==> src/hdl/mfp_pkg.sv <==
// ----------------------------------------------------------------------------
// mfp_pkg
// Types, constants and register codes shared by the force to duty converter.
// ----------------------------------------------------------------------------
package mfp_pkg;

  localparam int MOTOR_COUNT = 4;
  localparam int DUTY_W      = 16;
  localparam int FORCE_W     = 32;
  localparam int CFG_IDX_W   = 3;

  // thrust curve constants, q24
  localparam longint OFFS_Q24    = 64'd1267301;
  localparam longint B_Q24       = 64'd1135375;
  localparam longint A4_Q24      = 64'd6139970;
  localparam longint DUTY_SCALE2 = 64'd131070;
  localparam longint DUTY_FULL   = 64'd65535;
  localparam longint B_SQ        = B_Q24 * B_Q24;

  // datapath widths
  localparam int FQ_W     = FORCE_W + 1;
  localparam int PROD_W   = 58;
  localparam int RAD_W    = 56;
  localparam int SQ_STEPS = RAD_W / 2;
  localparam int ROOT_W   = SQ_STEPS;
  localparam int REM_W    = ROOT_W + 1;
  localparam int N_W      = 22;
  localparam int SCALE_W  = 17;
  localparam int NUM_W    = N_W + SCALE_W + 1;
  localparam int RECIP_K  = 24;
  localparam int M_W      = 20;
  localparam int EST_W    = N_W + M_W;
  localparam int Q_W      = 17;
  localparam int A4_W     = 23;
  localparam int QD_W     = Q_W + A4_W;

  // largest root excess whose duty does not saturate
  localparam longint NMAX_L    = ((DUTY_FULL + 64'd1) * A4_Q24 - 64'd1) / DUTY_SCALE2;
  localparam longint RECIP_M_L = (DUTY_SCALE2 << RECIP_K) / A4_Q24;

  localparam logic signed [FQ_W-1:0]   OFFS_S  = FQ_W'(OFFS_Q24);
  localparam logic signed [PROD_W-1:0] A4_S    = PROD_W'(A4_Q24);
  localparam logic signed [PROD_W-1:0] B_SQ_S  = PROD_W'(B_SQ);
  localparam logic [ROOT_W-1:0]        B_ROOT  = ROOT_W'(B_Q24);
  localparam logic [ROOT_W-1:0]        N_MAX   = ROOT_W'(NMAX_L);
  localparam logic [SCALE_W-1:0]       SCALE2  = SCALE_W'(DUTY_SCALE2);
  localparam logic [M_W-1:0]           RECIP_M = M_W'(RECIP_M_L);
  localparam logic [A4_W-1:0]          A4_U    = A4_W'(A4_Q24);
  localparam logic [DUTY_W-1:0]        DUTY_MAX = DUTY_W'(DUTY_FULL);
  localparam logic [DUTY_W-1:0]        MIN_DUTY_RESET = DUTY_W'(7000);

  // lane stages: offset, radicand, root steps, excess, three for the scaling
  localparam int LANE_LAT = 2 + SQ_STEPS + 1 + 3;

  typedef enum logic [CFG_IDX_W-1:0] {
    CFG_OVR_EN     = 3'd0,
    CFG_DUTY_ONE   = 3'd1,
    CFG_DUTY_TWO   = 3'd2,
    CFG_DUTY_THREE = 3'd3,
    CFG_DUTY_FOUR  = 3'd4,
    CFG_MIN_DUTY   = 3'd5
  } cfg_idx_e;

  typedef struct packed {
    logic                      motors_on;
    logic signed [FORCE_W-1:0] force_one;
    logic signed [FORCE_W-1:0] force_two;
    logic signed [FORCE_W-1:0] force_three;
    logic signed [FORCE_W-1:0] force_four;
  } in_item_t;

  typedef struct packed {
    logic [DUTY_W-1:0] duty_one;
    logic [DUTY_W-1:0] duty_two;
    logic [DUTY_W-1:0] duty_three;
    logic [DUTY_W-1:0] duty_four;
  } out_item_t;

  typedef struct packed {
    logic                                override_enable;
    logic [MOTOR_COUNT-1:0][DUTY_W-1:0] override_duty;
    logic [DUTY_W-1:0]                   min_duty;
  } cfg_t;

  typedef logic [MOTOR_COUNT-1:0][DUTY_W-1:0] duty_vec_t;

endpackage

==> src/hdl/mfp_cfg_regs.sv <==
// ----------------------------------------------------------------------------
// mfp_cfg_regs
// Configuration register file: override selection, override duties, min duty.
// ----------------------------------------------------------------------------
module mfp_cfg_regs
  import mfp_pkg::*;
(
  input  logic                 clk_i,
  input  logic                 rst_ni,
  input  logic                 cfg_valid_i,
  input  logic [CFG_IDX_W-1:0] cfg_index_i,
  input  logic [DUTY_W-1:0]    cfg_data_i,
  output cfg_t                 cfg_o
);

  cfg_t cfg_d, cfg_q;

  always_comb begin
    cfg_d = cfg_q;
    if (cfg_valid_i) begin
      case (cfg_idx_e'(cfg_index_i))
        CFG_OVR_EN:     cfg_d.override_enable  = cfg_data_i[0];
        CFG_DUTY_ONE:   cfg_d.override_duty[0] = cfg_data_i;
        CFG_DUTY_TWO:   cfg_d.override_duty[1] = cfg_data_i;
        CFG_DUTY_THREE: cfg_d.override_duty[2] = cfg_data_i;
        CFG_DUTY_FOUR:  cfg_d.override_duty[3] = cfg_data_i;
        CFG_MIN_DUTY:   cfg_d.min_duty         = cfg_data_i;
        default:        cfg_d = cfg_q;
      endcase
    end
  end

  always_ff @(posedge clk_i or negedge rst_ni) begin
    if (!rst_ni) begin
      cfg_q.override_enable <= 1'b0;
      cfg_q.override_duty   <= '0;
      cfg_q.min_duty        <= MIN_DUTY_RESET;
    end else begin
      cfg_q <= cfg_d;
    end
  end

  assign cfg_o = cfg_q;

endmodule

==> config.mk <==
export PLATFORM = sky130hd
export DESIGN_NAME = mfp_cfg_regs
export DESIGN_NICKNAME = d
export VERILOG_FILES = /design/src/hdl/mfp_pkg.sv /design/src/hdl/mfp_cfg_regs.sv
export SDC_FILE = /design/constraint.sdc
export NUM_CORES = 1
export LEC_CHECK = 0
export BUFFER_PORTS_ARGS = -buffer_cell sky130_fd_sc_hd__buf_2
export CORE_MARGIN = 2
export CORE_UTILIZATION = 40
export DETAILED_ROUTE_END_ITERATION = 8
export GPL_TIMING_DRIVEN = 1
export PLACE_DENSITY = 0.69
export SETUP_SLACK_MARGIN = 0.5
export SYNTH_ARGS = -nofsm -noshare
export SYNTH_HDL_FRONTEND = slang
export SYNTH_SLANG_ARGS = --single-unit
==> constraint.sdc <==
create_clock -name clk_i -period 2.3 [get_ports clk_i]
set_clock_uncertainty 0.2 [all_clocks]
set_input_delay 0.46 -clock clk_i [delete_from_list [all_inputs] [get_ports clk_i]]
set_output_delay 0.46 -clock clk_i [all_outputs]
set_load 0.05 [all_outputs]
==> flow_summary.ini <==
[clock_network]
cts_root_buffer = clkbuf_8
cts_inserted_buffers = 9
cts_setup_buffers = 0
clk_latency_ns = 0.34
htreeDepth = 3
cts.sinks = 81
clkTransAtPathRegs_ns = 0.09
cts_tree = yes
clockBufferDepth = 2

[grt]
grt_pass1_vias = 1912
grt_max_degree = 29
antenna_found_initial = 0
grt_first_pass_wirelength_mm = 10.6
overflow = 0
grt_use_total_pct = 16.1

[drt]
first_pass_iters = 4
met3WireLength_um = 446
drcViolationCount = 0
top_layer = met4
wl_mm = 6.78
dr_total_vias = 1922
drt_iter0_drc = 33
wl_per_cell_um = 17.2
dr_wl_met2_mm = 2.96
via_per_inst = 4.87
ant_nets = 0
wl_met1_mm = 3.27

[layout]
drive_above_1_share_pct = 73.0
largest_reg_flops = 81
syn_to_final_growth_pct = 26.4
final_core_util_pct = 52.7
antennaDiodeCount = 0
fin_nets = 310

[sta]
finalMaxSlewViolations = 0
fin_crit_sh_pct = 76.0
final.setup.tns_ns = 0
relSlewSlack_pct = 59.3
finalCriticalPeriod_ns = 1.75
worst_pin_slew_ns = 0.608
rsz0062_at_grt = false
fin_hold_ws_ns = 0.197
timing.fmax_mhz = 572
finalHoldViolations = 0
setup_viol = 0

[setup_path]
cpPeakStageDelay_ns = 0.53
cp-start-kind = flip-flop
rr_worst_depth = 1
crit_chain = clkbuf_4
worst-setup-path-type = reg2out
arrival_ns = 1.09
endpoint_kind = output pin
slowest_stage = dfstp_2
crit_required_ns = 1.64
critPathBufInv = 1
timing.rr.end = cfg_o[38]
rr_startpoint = cfg_o[38]
r2r_slack_ns = 1.31
worst-path-max-fanout = 2
critical_path.top_delay_family = flip-flops

[floorplan]
coreArea_um2 = 7810
die_w_um = 94.2
dieArea_um2 = 8870
rows = 32
pin_count = 103
start_util_pct = 41.7
fp.dieH_um = 94.2

[worst_hold_path]
hp-start = cfg_data_i[15]
worstHoldPathCells = 2
hold_end = cfg_o[31]
min_path_type = in2reg

[synth]
synth_seq_area_share_pct = 62.6
synth-adder-area-share_pct = 0
syn_area_um2 = 3250
synth_top_family_by_area = multiplexers
yosysWarnings = 0
syn-num-nets = 198
synth.avg_cell_area_um2 = 18.5
ys_seq_elements = 81
synth_simple_gate_area_share_pct = 2.35
synthDistinctLibCells = 9
synth_cells = 176
synthMuxAreaShare_pct = 31.5
synth_xor_area_share_pct = 0
synth_compound_area_share_pct = 0

[power_and_ir_drop]
leakagePower_nw = 2.01
total_power_mw = 5.07
ir_drop_v = 0.000605
powerDensity_nw_per_um2 = 1230

[placement]
dp_hpwl_mm = 4.63
routabilityCongestion = 0.699
io_buffer_count = 102

[run_status]
status = finished clean

[job]
maxCapViolations = 0
how the worst max path moves through the flow:
stage	startpoint	end	slack [ns]	cells past startpoint
finish	cfg_o[8]	cfg_o[8]	0.55	1
global route	cfg_o[11]	cfg_o[11]	0.53	1
CTS	cfg_o[8]	cfg_o[8]	0.50	1
detailed placement	cfg_index_i[1]	cfg_o[10]	0.18	3
global placement	cfg_index_i[1]	cfg_o[7]	0.22	3
floorplan	cfg_index_i[2]	cfg_o[16]	0.70	4
report_power, final:
part	total, mW	internal (mW)	switching (mW)	leakage, nW
logic	1.97	0.553	1.41	0.935
registers	1.93	1.76	0.170	0.962
clock network	1.17	0.645	0.530	0.113
total	5.07	2.95	2.11	2.01
through the flow:
| step | setup slack (ns) | area (µm²) | instances |
|---|---|---|---|
| after floorplan | 0.704 | 3250 | 176 |
| after global placement | 0.219 | 3850 | 378 |
| after detailed placement | 0.176 | 3850 | 378 |
| after CTS | 0.503 | 4100 | 395 |
| after global routing | 0.525 | 4110 | 395 |
| final | 0.551 | 4110 | 395 |
Yosys cell counts:
cell type | number | area share, %
mux2_2 | 51 | 18
dfstp_2 | 7 | 5.7
dfrtp_1 | 74 | 57
buf_12 | 3 | 1.8
and4bb_1 | 3 | 1.2
nand4b_2 | 2 | 0.92
buf_6 | 5 | 1.7
nor4b_1 | 1 | 0.27
mux2_4 | 30 | 14
final cells by class:
class | count | area [µm²]
Fill cell | 668 | 3700
Sequential cell | 81 | 2040
Multi-Input combinational cell | 87 | 1110
Timing Repair Buffer | 109 | 611
Clock buffer | 10 | 138
Tap cell | 102 | 128
Clock inverter | 6 | 90.1
cell families after synthesis:
| family | Yosys count |
|---|---|
| buffers and inverters | 8 |
| DFF | 81 |
| muxes | 81 |
| and+or+nand+nor | 6 |
what timing repair did:
| action | 4_1_cts | 5_1_grt |
|---|---|---|
| hold endpoints to repair | 23 | 0 |
| resized for setup | 6 | 2 |
| hold buffers | 1 | 0 |
| endpoints found under the setup margin | 6 | 4 |
cells in the final DEF (no fill, tap or decap):
| master | instances |
|---|---|
| nand4b_2 | 1 |
| clkbuf_8 | 10 |
| nor4b_1 | 1 |
| clkinv_2 | 1 |
| mux2_2 | 51 |
| dfstp_2 | 7 |
| buf_4 | 11 |
| inv_6 | 1 |
| nand4b_4 | 1 |
| mux2_4 | 30 |
| buf_12 | 2 |
| dlygate4sd3_1 | 1 |
| buf_2 | 94 |
| clkinvlp_4 | 1 |
| and4bb_1 | 3 |
| clkinv_4 | 1 |
| dfrtp_1 | 74 |
| clkbuf_4 | 1 |
| bufinv_16 | 2 |
layer usage:
layer | vias up | global-route usage (%)
li1 | 859 | -
met1 | 978 | 23.1
met2 | 76 | 23.6
met3 | 9 | 3.85
met4 | 0 | 6.52
met5 | - | 0
Power figures use the tool's default switching activity.
