**src/hdl/mfp_pkg.sv**
```systemverilog
// ----------------------------------------------------------------------------
// mfp_pkg
// Types, constants and register codes shared by the force to duty converter.
// ----------------------------------------------------------------------------
package mfp_pkg;

  localparam int MOTOR_COUNT = 4;
  localparam int DUTY_W      = 16;
  localparam int FORCE_W     = 32;
  localparam int CFG_IDX_W   = 3;

  // thrust curve constants, q24
  localparam longint OFFS_Q24    = 64'd1267301;
  localparam longint B_Q24       = 64'd1135375;
  localparam longint A4_Q24      = 64'd6139970;
  localparam longint DUTY_SCALE2 = 64'd131070;
  localparam longint DUTY_FULL   = 64'd65535;
  localparam longint B_SQ        = B_Q24 * B_Q24;

  // datapath widths
  localparam int FQ_W     = FORCE_W + 1;
  localparam int PROD_W   = 58;
  localparam int RAD_W    = 56;
  localparam int SQ_STEPS = RAD_W / 2;
  localparam int ROOT_W   = SQ_STEPS;
  localparam int REM_W    = ROOT_W + 1;
  localparam int N_W      = 22;
  localparam int SCALE_W  = 17;
  localparam int NUM_W    = N_W + SCALE_W + 1;
  localparam int RECIP_K  = 24;
  localparam int M_W      = 20;
  localparam int EST_W    = N_W + M_W;
  localparam int Q_W      = 17;
  localparam int A4_W     = 23;
  localparam int QD_W     = Q_W + A4_W;

  // largest root excess whose duty does not saturate
  localparam longint NMAX_L    = ((DUTY_FULL + 64'd1) * A4_Q24 - 64'd1) / DUTY_SCALE2;
  localparam longint RECIP_M_L = (DUTY_SCALE2 << RECIP_K) / A4_Q24;

  localparam logic signed [FQ_W-1:0]   OFFS_S  = FQ_W'(OFFS_Q24);
  localparam logic signed [PROD_W-1:0] A4_S    = PROD_W'(A4_Q24);
  localparam logic signed [PROD_W-1:0] B_SQ_S  = PROD_W'(B_SQ);
  localparam logic [ROOT_W-1:0]        B_ROOT  = ROOT_W'(B_Q24);
  localparam logic [ROOT_W-1:0]        N_MAX   = ROOT_W'(NMAX_L);
  localparam logic [SCALE_W-1:0]       SCALE2  = SCALE_W'(DUTY_SCALE2);
  localparam logic [M_W-1:0]           RECIP_M = M_W'(RECIP_M_L);
  localparam logic [A4_W-1:0]          A4_U    = A4_W'(A4_Q24);
  localparam logic [DUTY_W-1:0]        DUTY_MAX = DUTY_W'(DUTY_FULL);
  localparam logic [DUTY_W-1:0]        MIN_DUTY_RESET = DUTY_W'(7000);

  // lane stages: offset, radicand, root steps, excess, three for the scaling
  localparam int LANE_LAT = 2 + SQ_STEPS + 1 + 3;

  typedef enum logic [CFG_IDX_W-1:0] {
    CFG_OVR_EN     = 3'd0,
    CFG_DUTY_ONE   = 3'd1,
    CFG_DUTY_TWO   = 3'd2,
    CFG_DUTY_THREE = 3'd3,
    CFG_DUTY_FOUR  = 3'd4,
    CFG_MIN_DUTY   = 3'd5
  } cfg_idx_e;

  typedef struct packed {
    logic                      motors_on;
    logic signed [FORCE_W-1:0] force_one;
    logic signed [FORCE_W-1:0] force_two;
    logic signed [FORCE_W-1:0] force_three;
    logic signed [FORCE_W-1:0] force_four;
  } in_item_t;

  typedef struct packed {
    logic [DUTY_W-1:0] duty_one;
    logic [DUTY_W-1:0] duty_two;
    logic [DUTY_W-1:0] duty_three;
    logic [DUTY_W-1:0] duty_four;
  } out_item_t;

  typedef struct packed {
    logic                                override_enable;
    logic [MOTOR_COUNT-1:0][DUTY_W-1:0] override_duty;
    logic [DUTY_W-1:0]                   min_duty;
  } cfg_t;

  typedef logic [MOTOR_COUNT-1:0][DUTY_W-1:0] duty_vec_t;

endpackage

```
**src/hdl/mfp_merge.sv**
```systemverilog
// ----------------------------------------------------------------------------
// mfp_merge
// Combines the lane duties with enable, min clamp and override into the
// result item, and holds the output register and skid stage.
// ----------------------------------------------------------------------------
module mfp_merge
  import mfp_pkg::*;
(
  input  logic      clk_i,
  input  logic      rst_ni,
  input  logic      lane_valid_i,
  input  logic      lane_on_i,
  input  duty_vec_t lane_raw_i,
  input  cfg_t      cfg_i,
  input  logic      out_ready_i,
  output logic      en_o,
  output logic      out_valid_o,
  output out_item_t out_data_o
);

  duty_vec_t duty_d, res_q, skid_q;
  logic      res_vld_q, skid_full_q;
  logic      en;

  assign en = !skid_full_q;

  always_comb begin
    for (int m = 0; m < MOTOR_COUNT; m++) begin
      if (cfg_i.override_enable) begin
        duty_d[m] = cfg_i.override_duty[m];
      end else if (!lane_on_i) begin
        duty_d[m] = '0;
      end else if (lane_raw_i[m] < cfg_i.min_duty) begin
        duty_d[m] = cfg_i.min_duty;
      end else begin
        duty_d[m] = lane_raw_i[m];
      end
    end
  end

  always_ff @(posedge clk_i or negedge rst_ni) begin
    if (!rst_ni) begin
      res_vld_q   <= 1'b0;
      skid_full_q <= 1'b0;
    end else begin
      if (en) begin
        res_vld_q <= lane_valid_i;
        if (res_vld_q && !out_ready_i) begin
          skid_full_q <= 1'b1;
        end
      end else if (out_ready_i) begin
        skid_full_q <= 1'b0;
      end
    end
  end

  always_ff @(posedge clk_i) begin
    if (en) begin
      res_q  <= duty_d;
      skid_q <= res_q;
    end
  end

  duty_vec_t sel;
  assign sel         = skid_full_q ? skid_q : res_q;
  assign out_valid_o = skid_full_q || res_vld_q;
  assign en_o        = en;

  assign out_data_o.duty_one   = sel[0];
  assign out_data_o.duty_two   = sel[1];
  assign out_data_o.duty_three = sel[2];
  assign out_data_o.duty_four  = sel[3];

endmodule

```
**config.mk**
```make
export PLATFORM = sky130hd
export DESIGN_NAME = mfp_merge
export DESIGN_NICKNAME = d
export VERILOG_FILES = /design/src/hdl/mfp_pkg.sv /design/src/hdl/mfp_merge.sv
export SDC_FILE = /design/constraint.sdc
export NUM_CORES = 1
export LEC_CHECK = 0
export CAP_MARGIN = 20
export CORE_MARGIN = 4
export CORE_UTILIZATION = 51
export CTS_CLUSTER_DIAMETER = 30
export CTS_CLUSTER_SIZE = 14
export DETAILED_ROUTE_END_ITERATION = 6
export DONT_BUFFER_PORTS = 1
export PLACE_DENSITY_LB_ADDON = 0.1
export REMOVE_ABC_BUFFERS = 1
export SETUP_SLACK_MARGIN = 0.4
export SYNTH_ARGS = -nofsm -noshare
export SYNTH_HDL_FRONTEND = slang
export SYNTH_SLANG_ARGS = --single-unit
export TNS_END_PERCENT = 50
```
**constraint.sdc**
```tcl
create_clock -name clk_i -period 5.1 [get_ports clk_i]
set_input_delay 0.255 -clock clk_i [delete_from_list [all_inputs] [get_ports clk_i]]
set_output_delay 0.255 -clock clk_i [all_outputs]
set_load 0.01 [all_outputs]
```
==> results of run 1 <==
[power groups by stage]
| stage | clock (mW) | sequential, mW | combinational [mW] |
|---|---|---|---|
| after floorplan | 0 | 1.34 | 0.377 |
| after global placement | 0 | 1.33 | 0.492 |
| after detailed placement | 0 | 1.34 | 0.505 |
| after CTS | 1.22 | 1.32 | 0.510 |
| after global routing | 1.26 | 1.33 | 0.552 |
| final | 1.20 | 1.32 | 0.502 |
[worst max path at each step]
| stage | start | depth (start not counted) | to |
|---|---|---|---|
| 2_1_floorplan | cfg_i[80] | 3 | res_q[16] |
| 3_5_place_dp | cfg_i[11] | 8 | res_q[36] |
| 3_3_place_gp | cfg_i[11] | 8 | res_q[34] |
| 5_1_grt | cfg_i[11] | 8 | res_q[42] |
| 6_report | cfg_i[11] | 8 | res_q[42] |
| 4_1_cts | cfg_i[11] | 8 | res_q[42] |
[worst register-to-register path: cells and delay by family (launching register included)]
kind / cells / cell delay (ns)
flops: 1 / 0.38
buf+inv: 3 / 1.20
[cells in the final DEF, fill, tap and decap left out, types with 2 or more instances in the layout]
master,netlist,layout
nand4_1,4,4
or4_1,2,2
a21oi_1,15,15
inv_2,1,2
ha_1,60,60
nor2_1,5,5
nand3_2,16,16
nand2b_1,4,4
mux2_2,65,65
dfxtp_1,64,64
a211oi_1,3,3
dlygate4sd3_1,0,3
a2111oi_0,2,2
edfxtp_1,64,64
nand3_1,54,54
inv_1,16,15
clkbuf_16,0,17
nand2_1,94,94
clkbuf_1,14,7
o21ai_0,8,8
bufinv_16,0,2
o211ai_2,16,16
buf_4,5,5
clkbuf_8,0,4
a221oi_1,2,2
and4_1,6,6
o21bai_1,2,2
o21a_1,4,4
o211ai_1,48,48
[stage by stage]
stage / cell area [µm²] / worst slack (ns) / total power, mW
final: 7532 / 2.695 / 3.021
after floorplan: 6649 / 0.8867 / 1.717
after global placement: 6923 / 2.260 / 1.825
after global routing: 7532 / 2.360 / 3.148
after detailed placement: 6923 / 2.194 / 1.845
after CTS: 7532 / 2.619 / 3.049
[kinds of logic (layout without fill, tap and decap cells)]
family                   count (synthesis)  count (layout)  share of synthesized area [%]
AO/OA/AOI/OAI                          108             108                          12.88
flip-flops                             130             130                          47.58
adder cells (fa/ha/maj)                 60              60                          10.98
buffers and inverters                   52              57                          3.679
AND/OR/NAND/NOR                        191             191                          14.17
multiplexers                            65              65                          10.71
[per-layer routing]
layer	vias to the layer above	GRT usage, %	wire length [µm]
met2	176	38.22	8659
met5	-	0	0
met3	18	9.310	1854
li1	2253	-	-
met4	0	8.443	245
met1	2247	26.62	6971
[layout make-up]
| class | count | area (µm²) |
|---|---|---|
| Fill cell | 1116 | 5658 |
| Multi-Input combinational cell | 424 | 3347 |
| Sequential cell | 130 | 3254 |
| Clock buffer | 28 | 506.7 |
| Tap cell | 176 | 220.2 |
| Clock inverter | 4 | 72.57 |
| Timing Repair Buffer | 8 | 67.56 |
| Inverter | 17 | 63.81 |
[registers in the layout (all words and copies together), names as in the netlist]
| register | flops |
|---|---|
| res_q | 64 |
| skid_q | 64 |
| res_vld_q | 1 |
| skid_full_q | 1 |
[repair_timing]
| action | 4_1_cts | 5_1_grt |
|---|---|---|
| hold endpoints to repair | 4 | 0 |
| endpoints found under the setup margin | 0 | 0 |
| hold buffers | 3 | 0 |
==> impl_metrics.yaml, run 1 <==
timing:
  timing_hold_violations_final: 0
  worst_pin_slew_ns: 1.069
  finalSetupViolCount: 0
  tns_ns: 0
  finalMaxSlewViolations: 0
  finalCritPeriodShare_pct: 47.16
  finalCriticalPeriod_ns: 2.405
  finClkSkew_ns: 0.007351
  max_slew_margin_pct: 28.57
  hold_ws_ns: 0.03335
  rsz0062_at_grt: "no"
  timing.fmax_mhz: 415.7
floorplanning:
  core_um2: 13190
  row_count: 42
  die_w_um: 123.8
  die_y_um: 123.8
  die_area_um2: 15320
  ioPinCount: 216
  initial_core_util_pct: 51.83
clock_tree:
  cts-root-buf: "clkbuf_16"
  path_clk_slew_ns: 0.06
  postCtsSetupRepairBufs: 0
  cts_resized: 0
  ctsHtreeMaxLevel: 4
  clk_latency_ns: 0.42
  cts_buffers: 17
  cts_tree: "done"
  cts_sinks: 130
  cts_buffer_depth: 2
place:
  post-dp-hpwl_um: 12700
  dpl.cell_count: 752
  portBuffers: 0
  gp_congestion: 0.8576
final_layout:
  final_cells: 787
  fin_nets: 808
  drive_above_1_share_pct: 22.91
  syn_to_final_growth_pct: 10.18
  antenna_cells: 0
  final_util_pct: 57.10
global_route:
  grt_max_degree: 81
  grt.total_usage_pct: 22.97
  grt_pass1_vias: 4886
  grt_pass1_wl_um: 26300
  grt-ovfl-total: 0
  antenna_found_initial: 0
worst_hold_path:
  hold_path_class: "input port to flip-flop"
  holdPathStages: 2
  worstHoldEndpoint: "res_q[12]"
  min_from: "cfg_i[28]"
power_and_ir_drop:
  leakagePower_nw: 2.957
  power_frac_clock_pct: 39.8
  combPwrFrac_pct: 16.6
  ir_drop_v: 0.0002691
  p_sw_uw: 781.1
  p_seq_share_pct: 43.6
  cellPowerDensity_nw_per_um2: 401.1
  p_int_mw: 2.240
  switching_share_pct: 25.85
worst_setup_path:
  critPathBufInv: 1
  endpoint_kind: "flip-flop"
  cp.required_ns: 5.23
  slowest_delay_ns: 0.70
  crit_fanout: 32
  slowest_stage: "nand3_2"
  cp-start-kind: "input port"
  critical_path.top_delay_family: "simple AND/OR/NAND/NOR gates"
  cp.arrival_ns: 2.54
  path_cells: "inv_1 -> ha_1 -> a21oi_1 -> o21ai_0 -> a221oi_1 -> nand3_2 -> nand3_1 -> o211ai_1"
  reg2reg_depth: 3
  rrSetupSlack_ns: 3.09
  path_class: "input port to flip-flop"
  r2r_start: "skid_full_q"
  r2r-end: "res_q[23]"
synth:
  async_flop_share_pct: 1.538
  yosysMostFrequentCell: "nand2_1"
  synth_area_leaders: "edfxtp_1 (28%), dfxtp_1 (19%), ha_1 (11%)"
  synth_area_per_cell_um2: 11.28
  ys_warn_count: 0
  yosysTopAreaCell: "edfxtp_1"
  ys_top_cells_by_count: "nand2_1 (94), mux2_2 (65), dfxtp_1 (64), edfxtp_1 (64), ha_1 (60)"
  seq_area_frac_synth_pct: 47.58
  syn_inst: 606
  synth_top_cell_area_share_pct: 28.11
  synth_edf_count: 64
  synth_top_flop_cell: "edfxtp_1"
  synth.distinct_cells: 42
  syn-cell-area_um2: 6837
  ys_ff_latch: 130
detailed_routing:
  drc: 0
  ant_nets: 0
  vias: 4694
  routedWlPerCell_um: 22.53
  wirelength_um: 17730
  firstDrtPassIters: 4
  vias_per_cell: 5.964
  drt_iter0_drc: 302
flow_run:
  maxCapViolCount: 0
run_status:
  outcome: "finished, final reports clean"
No activity file was read; power rests on OpenSTA's default activity.
==> run 2: changes to the inputs <==
ABC_AREA = 1   (was unset)
clock period = 2.05 ns   (was 5.1 ns; I/O delays follow)
==> impl_metrics.yaml, run 2 <==
run_status:
  outcome: "finished, final reports clean"
synth:
  syn_inst: 967
  ys_warn_count: 0
  ys_top_cells_by_count: "nand2_1 (423), nand3_1 (112), inv_1 (84)"
  syn-cell-area_um2: 7604
  synth.distinct_cells: 29
  synth_edf_count: 64
  yosysMostFrequentCell: "nand2_1"
  async_flop_share_pct: 1.538
  synth_area_per_cell_um2: 7.863
  synth_area_leaders: "edfxtp_1 (25%), nand2_1 (21%), dfxtp_1 (17%)"
  yosysTopAreaCell: "edfxtp_1"
  synth_top_cell_area_share_pct: 25.28
  synth_top_flop_cell: "edfxtp_1"
  seq_area_frac_synth_pct: 42.78
  ys_ff_latch: 130
detailed_routing:
  vias_per_cell: 5.226
  routedWlPerCell_um: 17.73
  drt_iter0_drc: 564
  firstDrtPassIters: 5
  drc: 0
  vias: 7160
  wirelength_um: 24290
  ant_nets: 0
final_layout:
  seqCellArea_um2: 3254
  layout_commonest_cell: "nand2_1"
  drive_above_1_share_pct: 12.48
  fill_cells: 1050
  fin_nets: 1383
  mostFrequentLayoutCells: "nand2_1 (417), dlygate4sd3_1 (192), nand3_1 (112)"
  final_cells: 1370
  final_cell_area_um2: 10680
  final_util_pct: 73.20
  largestRegisters: "res_q: 64 flops, skid_q: 64 flops"
  antenna_cells: 0
  syn_to_final_growth_pct: 40.45
  multiInputGateArea_um2: 3955
flow_run:
  maxCapViolCount: 0
worst_setup_path:
  critPathBufInv: 1
  path_class: "flip-flop to primary output"
  path_cells: "clkbuf_16 -> nand2_1 -> nand2_1"
  crit_fanout: 32
  r2r-end: "res_q[36]"
  reg2reg_depth: 3
  cp.required_ns: 1.95
  r2r_start: "skid_full_q"
  critical_path.top_delay_family: "flip-flops"
  crit_top_cell: "nand2_1"
  rrSetupSlack_ns: 0.65
  slowest_delay_ns: 0.52
  cp-start-kind: "flip-flop"
  slowest_stage: "dfrtp_2"
  endpoint_kind: "primary output"
  cp.arrival_ns: 1.52
timing:
  finalCriticalPeriod_ns: 1.620
  setup_slack_ns: 0.4297
  finClkSkew_ns: 0.009109
  rsz0062_at_grt: "yes"
  max_slew_margin_pct: 71.78
  finalMaxSlewViolations: 0
  worst_pin_slew_ns: 0.4219
  timing_hold_violations_final: 0
  finalCritPeriodShare_pct: 79.04
  hold_ws_ns: 0.01383
  finalSetupViolCount: 0
  tns_ns: 0
  timing.fmax_mhz: 617.2
worst_hold_path:
  worstHoldEndpoint: "res_q[8]"
  min_from: "lane_raw_i[8]"
  hold_path_class: "input port to flip-flop"
  holdPathStages: 4
power_and_ir_drop:
  ir_drop_v: 0.0007248
  leakagePower_nw: 5.220
  cellPowerDensity_nw_per_um2: 756.8
  power_mw: 8.082
global_route:
  grt.total_usage_pct: 27.45
  grt-ovfl-total: 0
  grt_max_degree: 66
  grt_pass1_vias: 7030
  grt_pass1_wl_um: 35690
  antenna_found_initial: 0
place:
  placed_area_um2: 7838
  portBuffers: 0
  post-dp-hpwl_um: 13970
  gp_congestion: 0.8479
  post-place-ws_ns: 0.05068
  dpl.cell_count: 1128
floorplanning:
  initial_core_util_pct: 52.12
  ioPinCount: 216
  core_um2: 14590
  die_w_um: 130.1
  die_y_um: 130.1
  die_area_um2: 16930
  row_count: 44
clock_tree:
  cts_buffers: 17
  cts_buffer_depth: 2
  clk_latency_ns: 0.43
  cts-root-buf: "clkbuf_16"
  ctsHtreeMaxLevel: 4
  path_clk_slew_ns: 0.06
  cts_sinks: 130
  cts_tree: "done"
==> run 2: repair_timing <==
| item | 4_1_cts | 5_1_grt |
|---|---|---|
| gates cloned | 2 | 6 |
| endpoints found under the hold margin | 68 | 0 |
| gates resized for setup | 8 | 25 |
| hold buffers | 192 | 0 |
| endpoints found under the setup margin | 64 | 89 |
| pin swaps | 0 | 9 |
| buffers inserted | 0 | 10 |
==> run 2: how the worst max path moves through the flow <==
stage,slack [ns],cells past startpoint,to,start
2_1_floorplan,-1.02,4,res_q[30],lane_on_i
3_3_place_gp,0.09,9,res_q[18],cfg_i[15]
3_5_place_dp,0.05,9,res_q[25],cfg_i[15]
4_1_cts,0.40,4,out_data_o[21],skid_full_q
5_1_grt,0.38,4,out_data_o[3],skid_full_q
6_report,0.43,3,out_data_o[31],skid_full_q
==> run 2: layout make-up <==
type | instances | area share, %
clock inverter | 10 | 0.8202
tap | 184 | 2.156
sequential | 130 | 30.47
clock buffer | 22 | 4.159
multi-input combinational | 704 | 37.04
inverter | 98 | 3.632
timing repair inverter | 1 | 0.05858
timing repair buffer | 221 | 21.66
==> run 2: kinds of logic after synthesis <==
logic type | synth area share, %
flip-flops | 42.78
adder cells (fa/ha/maj) | 9.873
buffers and inverters | 7.503
AO/OA/AOI/OAI | 2.830
AND/OR/NAND/NOR | 37.01
==> run 2: worst register-to-register path, cell delays in order, from the launching register on <==
cell       delay, ns
dfrtp_2         0.52
clkinv_8        0.15
buf_4           0.17
bufbuf_16       0.30
==> run 2: metal layers <==
layer / part of all wire (%) / up-vias / track usage [%] / wire length [µm]
met4: 2.0 / 0 / 9.291 / 497
met5: 0 / - / 0 / 0
met2: 49 / 290 / 46.50 / 12010
li1: - / 3529 / - / -
met1: 40 / 3299 / 34.05 / 9708
met3: 8.5 / 42 / 7.204 / 2076
==> run 2: where the power goes <==
part           internal, mW  switching, mW  total [mW]
Combinational         0.773           1.18        1.96
Sequential             3.18          0.112        3.29
Clock                  1.66           1.18        2.83
==> run 3: changes to the inputs <==
clock period = 1.5 ns   (was 2.05 ns; I/O delays follow)
==> impl_metrics.yaml, run 3 (synthesis gave the netlist of run 2 again) <==
floorplanning:
  core_um2: 14590
  die_w_um: 130.1
  die_area_um2: 16930
  row_count: 44
  ioPinCount: 216
  initial_core_util_pct: 52.12
  die_y_um: 130.1
final_layout:
  final_util_pct: 84.41
  largestRegisters: "res_q: 64 flops, skid_q: 64 flops"
  final_cell_area_um2: 12310
  final_cells: 1435
  syn_to_final_growth_pct: 61.95
  drive_above_1_share_pct: 31.18
  antenna_cells: 0
  mostFrequentLayoutCells: "nand2_1 (307), dlygate4sd3_1 (173), nand3_1 (93)"
  fin_nets: 1449
  layout_commonest_cell: "nand2_1"
worst_setup_path:
  cp.arrival_ns: 1.76
  path_cells: "clkinvlp_4 -> buf_6 -> ha_4 -> nand4_1 -> buf_4 -> nor3_4 -> nand2_8 -> buf_12 -> nand2_8 -> nand2_2 -> nand3_1 -> nand2_1"
  rrSetupSlack_ns: 0.03
  crit_fanout: 8
  cp.required_ns: 1.68
  critPathBufInv: 4
  slowest_stage: "nor3_4"
  path_class: "input port to flip-flop"
  startpoint: "cfg_i[15]"
  critical_path_depth: 12
  crit_top_cell: "nand2_8"
  r2r-end: "res_q[50]"
  critical_path.top_delay_family: "simple AND/OR/NAND/NOR gates"
  r2r_start: "skid_full_q"
  worstSetupEndpoint: "res_q[29]"
  slowest_delay_ns: 0.27
  reg2reg_depth: 3
  cp-start-kind: "input port"
  endpoint_kind: "flip-flop"
timing:
  finalSetupViolCount: 72
  max_slew_margin_pct: 74.05
  setup_slack_ns: -0.08305
  hold_ws_ns: 0.04914
  rsz0062_at_grt: "yes"
  finalCritPeriodShare_pct: 105.5
  worst_pin_slew_ns: 0.3893
  finClkSkew_ns: 0.007178
  finalMaxSlewViolations: 0
  timing.fmax_mhz: 631.7
  finalCriticalPeriod_ns: 1.583
  timing_hold_violations_final: 0
detailed_routing:
  vias_per_cell: 5.549
  drt_iter0_drc: 707
  firstDrtPassIters: 5
  drc: 0
  ant_nets: 0
  vias: 7963
  wirelength_um: 29920
  routedWlPerCell_um: 20.85
place:
  portBuffers: 0
  placed_area_um2: 8263
  dpl.cell_count: 1173
  post-place-ws_ns: -0.3395
  post-dp-hpwl_um: 14570
  gp_congestion: 0.8479
worst_hold_path:
  hold_path_class: "input port to flip-flop"
clock_tree:
  clk_latency_ns: 0.43
  path_clk_slew_ns: 0.06
  cts_tree: "done"
  cts_buffer_depth: 2
  cts_sinks: 130
  ctsHtreeMaxLevel: 4
  cts-root-buf: "clkbuf_16"
  cts_buffers: 17
global_route:
  grt_max_degree: 65
  antenna_found_initial: 0
  grt.total_usage_pct: 31.84
  grt-ovfl-total: 0
  grt_pass1_wl_um: 40790
  grt_pass1_vias: 7687
power_and_ir_drop:
  ir_drop_v: 0.0008196
  cellPowerDensity_nw_per_um2: 997.6
  leakagePower_nw: 5.866
run_status:
  outcome: "finished with violations"
  violations: "setup timing"
flow_run:
  maxCapViolCount: 0
-- run 3: cell types whose count changed in the layout (fill, tap and decap cells not counted), moves of 19 or more --
cell	previous run	this run
buf_4	16	67
dlygate4sd3_1	192	173
nand2_2	6	81
nand2_1	417	307
nand3_1	112	93
nand2_4	25	61
-- run 3: worst min path at each step --
stage               from         to  slack (ns)  cells after the start
2_1_floorplan     rst_ni  res_vld_q       -0.22                      0
3_3_place_gp      rst_ni  res_vld_q       -0.22                      0
3_5_place_dp      rst_ni  res_vld_q       -0.22                      0
4_1_cts         cfg_i[0]  res_q[16]        0.02                      4
5_1_grt        cfg_i[80]  res_q[22]        0.06                      3
6_report        cfg_i[0]  res_q[16]        0.05                      4
-- run 3: timing repair --
item / in CTS / in global routing
hold endpoints to repair: 68 / 0
hold buffers: 174 / 0
buffers inserted: 32 / 14
endpoints found under the setup margin: 238 / 207
gates resized for setup: 75 / 175
pin swaps: 15 / 37
gates cloned: 5 / 6
-- run 3: area by class of cell --
| class | count | area [µm²] |
|---|---|---|
| Clock buffer | 20 | 456.7 |
| Tap cell | 184 | 230.2 |
| Multi-Input combinational cell | 702 | 4676 |
| Clock inverter | 11 | 112.6 |
| Sequential cell | 130 | 3254 |
| Inverter | 98 | 417.9 |
| Timing Repair Buffer | 290 | 3167 |
| Fill cell | 785 | 2275 |
-- run 3: worst min-delay path, delay by kind of cell --
kind / cells / cell delay, ns
buffers and inverters: 1 / 0.06
and+or+nand+nor: 3 / 0.23
-- run 3: per-layer routing --
metal  wire length (µm)  part of all wire [%]  up-vias  GRT usage, %
li1                   -                     -     3663             -
met1              10960                    37     3665         37.54
met2              14550                    49      497         53.92
met3               2892                   9.7      138         8.391
met4               1520                   5.1        0         15.34
met5                  0                     0        -             0
-- run 3: where the power goes --
part | total (mW) | switching [mW] | internal, mW
Sequential | 4.55 | 0.201 | 4.35
Clock | 4.15 | 1.65 | 2.51
Combinational | 3.58 | 2.03 | 1.55
-- run 3: metrics by stage --
stage,total power [mW],TNS (ns)
4_1_cts,11.53,0
6_report,12.28,-1.961
2_1_floorplan,6.052,-355.52
5_1_grt,12.75,-5.952
3_5_place_dp,6.731,-18.21
3_3_place_gp,6.694,-17.03
